`config.mk`:
```
export PLATFORM = sky130hd
export DESIGN_NAME = gts_ctrl
export DESIGN_NICKNAME = d
export VERILOG_FILES = /design/src/rtl/gts_pkg.sv /design/src/rtl/gts_ctrl.sv
export SDC_FILE = /design/constraint.sdc
export NUM_CORES = 1
export LEC_CHECK = 0
export ABC_AREA = 1
export BUFFER_PORTS_ARGS = -buffer_cell sky130_fd_sc_hd__buf_2
export CAP_MARGIN = 20
export CELL_PAD_IN_SITES_DETAIL_PLACEMENT = 1
export CELL_PAD_IN_SITES_GLOBAL_PLACEMENT = 1
export CORE_UTILIZATION = 30
export CTS_CLUSTER_SIZE = 8
export DETAILED_ROUTE_END_ITERATION = 10
export GPL_ROUTABILITY_DRIVEN = 1
export PLACE_DENSITY = 0.76
export SLEW_MARGIN = 0
export SYNTH_ARGS = -nofsm -noshare
export SYNTH_HDL_FRONTEND = slang
export SYNTH_SLANG_ARGS = --single-unit
```
`constraint.sdc`:
```
create_clock -name clk_i -period 1.7 [get_ports clk_i]
set_input_delay 0.34 -clock clk_i [delete_from_list [all_inputs] [get_ports clk_i]]
set_output_delay 0.34 -clock clk_i [all_outputs]
set_load 0.005 [all_outputs]
```
`src/rtl/gts_pkg.sv`:
```
package gts_pkg;

  localparam int unsigned MAX_FRAMES_DEF = 4096;
  localparam int unsigned MAX_RADIUS_DEF = 32;

  localparam int unsigned MOT_W     = 32;
  localparam int unsigned VAL_W     = 48;
  localparam int unsigned WT_W      = 17;
  localparam int unsigned FIDX_W    = 12;
  localparam int unsigned WIDX_W    = 6;
  localparam int unsigned CNT_OUT_W = 13;
  localparam int unsigned RAD_W     = 6;
  localparam int unsigned LIM_W     = 31;
  localparam int unsigned CFG_W     = 31;
  localparam int unsigned CFG_IDX_W = 2;

  localparam logic [RAD_W-1:0] RADIUS_RST = RAD_W'(8);
  localparam logic [LIM_W-1:0] TRANS_RST  = LIM_W'(32768);
  localparam logic [LIM_W-1:0] ROT_RST    = LIM_W'(268435);

  typedef enum logic [1:0] {
    OP_APPEND = 2'd0,
    OP_SMOOTH = 2'd1,
    OP_WEIGHT = 2'd2,
    OP_CLEAR  = 2'd3
  } op_e;

  typedef enum logic [1:0] {
    STS_OK       = 2'd0,
    STS_FULL     = 2'd1,
    STS_UNSTORED = 2'd2,
    STS_DONE     = 2'd3
  } status_e;

  typedef enum logic [1:0] {
    CFG_RADIUS = 2'd0,
    CFG_TRANS  = 2'd1,
    CFG_ROT    = 2'd2
  } cfg_e;

  typedef enum logic [2:0] {
    S_IDLE,
    S_EXEC,
    S_CHECK,
    S_WALK,
    S_DRAIN,
    S_DIV,
    S_FINISH,
    S_RESP
  } state_e;

  typedef struct packed {
    logic latch;
    logic exec;
    logic chk;
    logic step;
    logic div_start;
    logic div_step;
    logic finish;
    logic load_out;
  } cmd_t;

  typedef struct packed {
    op_e  op;
    logic smooth_err;
    logic walk_last;
    logic pipe_busy;
    logic div_last;
  } sts_t;

  function automatic logic [MOT_W:0] mag33(input logic signed [MOT_W-1:0] m);
    logic signed [MOT_W:0] x;
    x = (MOT_W+1)'(m);
    return x[MOT_W] ? (MOT_W+1)'(-x) : (MOT_W+1)'(x);
  endfunction

endpackage

```
`src/rtl/gts_ctrl.sv`:
```
module gts_ctrl (
  input  logic          clk_i,
  input  logic          rst_ni,
  input  logic          in_valid_i,
  output logic          in_ready_o,
  output logic          out_valid_o,
  input  logic          out_ready_i,
  input  gts_pkg::sts_t sts_i,
  output gts_pkg::cmd_t cmd_o
);

  gts_pkg::state_e state_q, state_d;
  logic out_valid_q, out_valid_d;
  logic slot_free;

  assign slot_free = !out_valid_q || out_ready_i;

  always_comb begin
    state_d = state_q;
    case (state_q)
      gts_pkg::S_IDLE:   if (in_valid_i) state_d = gts_pkg::S_EXEC;
      gts_pkg::S_EXEC: begin
        state_d = (sts_i.op == gts_pkg::OP_SMOOTH) ? gts_pkg::S_CHECK : gts_pkg::S_RESP;
      end
      gts_pkg::S_CHECK:  state_d = sts_i.smooth_err ? gts_pkg::S_RESP : gts_pkg::S_WALK;
      gts_pkg::S_WALK:   if (sts_i.walk_last) state_d = gts_pkg::S_DRAIN;
      gts_pkg::S_DRAIN:  if (!sts_i.pipe_busy) state_d = gts_pkg::S_DIV;
      gts_pkg::S_DIV:    if (sts_i.div_last) state_d = gts_pkg::S_FINISH;
      gts_pkg::S_FINISH: state_d = gts_pkg::S_RESP;
      gts_pkg::S_RESP:   if (slot_free) state_d = gts_pkg::S_IDLE;
      default:           state_d = gts_pkg::S_IDLE;
    endcase
  end

  always_comb begin
    cmd_o = '0;
    in_ready_o = 1'b0;
    case (state_q)
      gts_pkg::S_IDLE: begin
        in_ready_o = 1'b1;
        cmd_o.latch = in_valid_i;
      end
      gts_pkg::S_EXEC:   cmd_o.exec = 1'b1;
      gts_pkg::S_CHECK:  cmd_o.chk = 1'b1;
      gts_pkg::S_WALK:   cmd_o.step = 1'b1;
      gts_pkg::S_DRAIN:  cmd_o.div_start = !sts_i.pipe_busy;
      gts_pkg::S_DIV:    cmd_o.div_step = 1'b1;
      gts_pkg::S_FINISH: cmd_o.finish = 1'b1;
      gts_pkg::S_RESP:   cmd_o.load_out = slot_free;
      default:           cmd_o = '0;
    endcase
  end

  assign out_valid_d = cmd_o.load_out || (out_valid_q && !out_ready_i);
  assign out_valid_o = out_valid_q;

  always_ff @(posedge clk_i or negedge rst_ni) begin
    if (!rst_ni) begin
      state_q     <= gts_pkg::S_IDLE;
      out_valid_q <= 1'b0;
    end else begin
      state_q     <= state_d;
      out_valid_q <= out_valid_d;
    end
  end

endmodule

```
==> results.yml <==
grt:
  grt.total_usage_pct: 16.5
  top_usage_layer: "met2"
  grt.overflow.total: 0
  grt_use_met3_pct: 1.74
  met2_usage_pct: 27.1
  grt_pass1_wl_um: 1670
  met1_usage_pct: 22.3
  grt_pass1_vias: 408
  antenna_found_initial: 0
  grt_start_max_net_pins: 11
placement:
  gp_congestion: 0.779
  dp_slack_ns: 0.304
  hpwl_um: 847
  placed_area_um2: 492
  port_buffers: 19
yosys:
  syn_area_um2: 398
  yosys-top-cells-area: "dfrtp_1 25%, inv_1 11%, nand2_1 10%, nor2_2 6.3%, a21oi_1 5.0%"
  synth.distinct_cells: 21
  synth_warnings: 0
  yosysTopAreaCell: "dfrtp_1"
  ys_seq_elements: 4
  ys_seq_area_share_pct: 25.2
  syn_inst: 61
  syn_nets: 71
  syn_area_per_cell_um2: 6.52
  synth_top_area_share_pct: 25.2
pwr:
  power_frac_seq_pct: 28.9
  leakage_uw: 0.000341
  powerDensity_mw_per_mm2: 1770
  power.internal_uw: 459
  comb_power_share_pct: 57.9
  ir_worst_vdd_uv: 692
  switching_share_pct: 51.3
  clkPwrFrac_pct: 13.2
  power_switching_uw: 484
timing:
  holdWs_ns: 0.292
  setup_ws_ns: 0.0830
  slew_violations: 0
  skew_ns: 0.00229
  tightest_slew_ns: 0.380
  fmax_mhz: 618
  setup-violations-final: 0
  slew_headroom_pct: 74.7
  min_period_ns: 1.62
  hold_viol_final: 0
  finalCritPeriodShare_pct: 95.1
worst_setup_path:
  endpoint_kind: "output port"
  cp_max_fo: 10
  crit_path_start_kind: "flip-flop"
  critPathKind: "flip-flop to output port"
  crit_arrival_ns: 1.28
  crit_required_ns: 1.36
floorplan:
  die_y_um: 38.4
  io_pins: 20
  die_area_mm2: 0.00148
  num_rows: 12
  chipWidth_um: 38.4
  coreArea_mm2: 0.00117
  initial_core_util_pct: 34.0
routing:
  drt-total-wl_um: 1070
  first_iter_violations: 2
  drc: 0
  drtPass1Iterations: 4
  final_antenna_net_count: 0
  post_drt_wl_per_cell_um: 11.1
  vias_per_cell: 4.76
  dr_total_vias: 457
clocking:
  htreeDepth: 1
  cts_buffers: 3
  root_buffer: "clkbuf_4"
  cts_tree: "yes"
  insertion_delay_ns: 0.24
  clock_path_buffers: 2
  clkSlewWorstSetupHoldPaths_ns: 0.04
  post_cts_buffers: 0
  cts.sinks: 4
final_layout:
  stdcell_area_um2: 532
  area_delta_synth_final_pct: 33.6
  num_antenna_cells: 0
  finish.utilization_pct: 45.4
  fin_nets: 94
  drive_gt1_share_pct: 45.1
hold_path:
  hold_class: "input pin to flip-flop"
job:
  drv_cap: 0
outcome:
  outcome: "finished, final reports clean"
==> repair_timing <==
action / 4_1_cts / 5_1_grt
endpoints found under the setup margin: 0 / 1
resized for setup: 0 / 3
hold buffers: 1 / 0
endpoints found under the hold margin: 4 / 0
==> critical path, cell delays in order, from the launching register on <==
cell and delay, ns:
dfrtp_1 0.56, inv_1 0.17, nand3_1 0.15, inv_1 0.04, buf_2 0.12
==> sequential cells by signal (all words and copies together) (netlist names) <==
name and cells:
out_valid_o 1, state_q 3
==> routing by layer <==
metal | share of wire (%) | vias to the layer above | routed length, um
met5 | 0 | - | 0
met4 | 0.94 | 0 | 10
met3 | 3.7 | 2 | 40
met2 | 47 | 13 | 501
met1 | 48 | 212 | 516
li1 | - | 230 | -
==> power groups by stage <==
stage               logic, uW  clock network [uW]  registers [uW]
finish                    546                 124             272
global route              620                 135             282
CTS                       547                 122             259
detailed placement        541                   0             258
global placement          531                   0             254
floorplan                 471                   0             184
==> area by class of cell <==
| cell class | count | area [um^2] |
|---|---|---|
| Fill cell | 166 | 639 |
| Multi-Input combinational cell | 41 | 231 |
| Timing Repair Buffer | 20 | 105 |
| Sequential cell | 4 | 103 |
| Inverter | 14 | 52.6 |
| Clock buffer | 3 | 22.5 |
| Tap cell | 14 | 17.5 |
==> synth_stat cells <==
cell type and n:
o21ai_0 1, nand3_2 2, nor2_2 4, o211ai_1 1, nand4_1 1, dfrtp_1 4
nor2_1 5, nand2_2 3, nand3b_1 1, o21bai_1 1, nand2_4 1, buf_4 1
nand2_1 11, inv_2 2, nor2_4 1, nor3_1 1, nand3_1 3, a21oi_1 4
buf_6 1, inv_1 12, nor4_1 1
==> cells in the final DEF (no fill, tap or decap) <==
cell / instances
nand2_1: 11
nand2_2: 3
nor4_1: 1
nor2_4: 2
o21ai_0: 1
nand3_2: 2
nand3_1: 3
nand3b_1: 1
o21bai_1: 1
nor2_2: 3
dlygate4sd3_1: 1
o211ai_1: 1
nor2_1: 5
nand4_1: 1
nand2_4: 1
a21oi_1: 4
clkbuf_4: 3
inv_2: 2
dfrtp_2: 2
inv_1: 12
nor3_1: 1
dfrtp_1: 2
buf_2: 19
==> path summary, 6_finish.rpt <==
| path | slack [ns] | from | end | cells past startpoint |
|---|---|---|---|---|
| setup reg to reg | 0.41 | state_q[0] | state_q[2] | 7 |
| min in group asynchronous | 0.44 | rst_ni | out_valid_o | 2 |
| setup / recovery | 0.08 | state_q[0] | cmd_o[5] | 4 |
| max in group asynchronous | 1.13 | rst_ni | state_q[1] | 2 |
| hold / removal | 0.29 | out_ready_i | out_valid_o | 2 |
| hold reg to reg | 0.56 | out_valid_o | out_valid_o | 2 |
==> logic make-up after synthesis <==
group / synth area share, %
AND/OR/NAND/NOR: 46.9
buffers and inverters: 17.9
AO/OA/AOI/OAI: 10.1
flip-flops: 25.2
==> per-stage QoR <==
step            TNS, ns  std cells  total power (uW)
6_report              0         96               943
5_1_grt        -0.00620         96              1040
4_1_cts               0         96               927
3_5_place_dp          0         92               799
3_3_place_gp          0         92               785
2_1_floorplan         0         61               655
(Power assumes the default switching activity.)
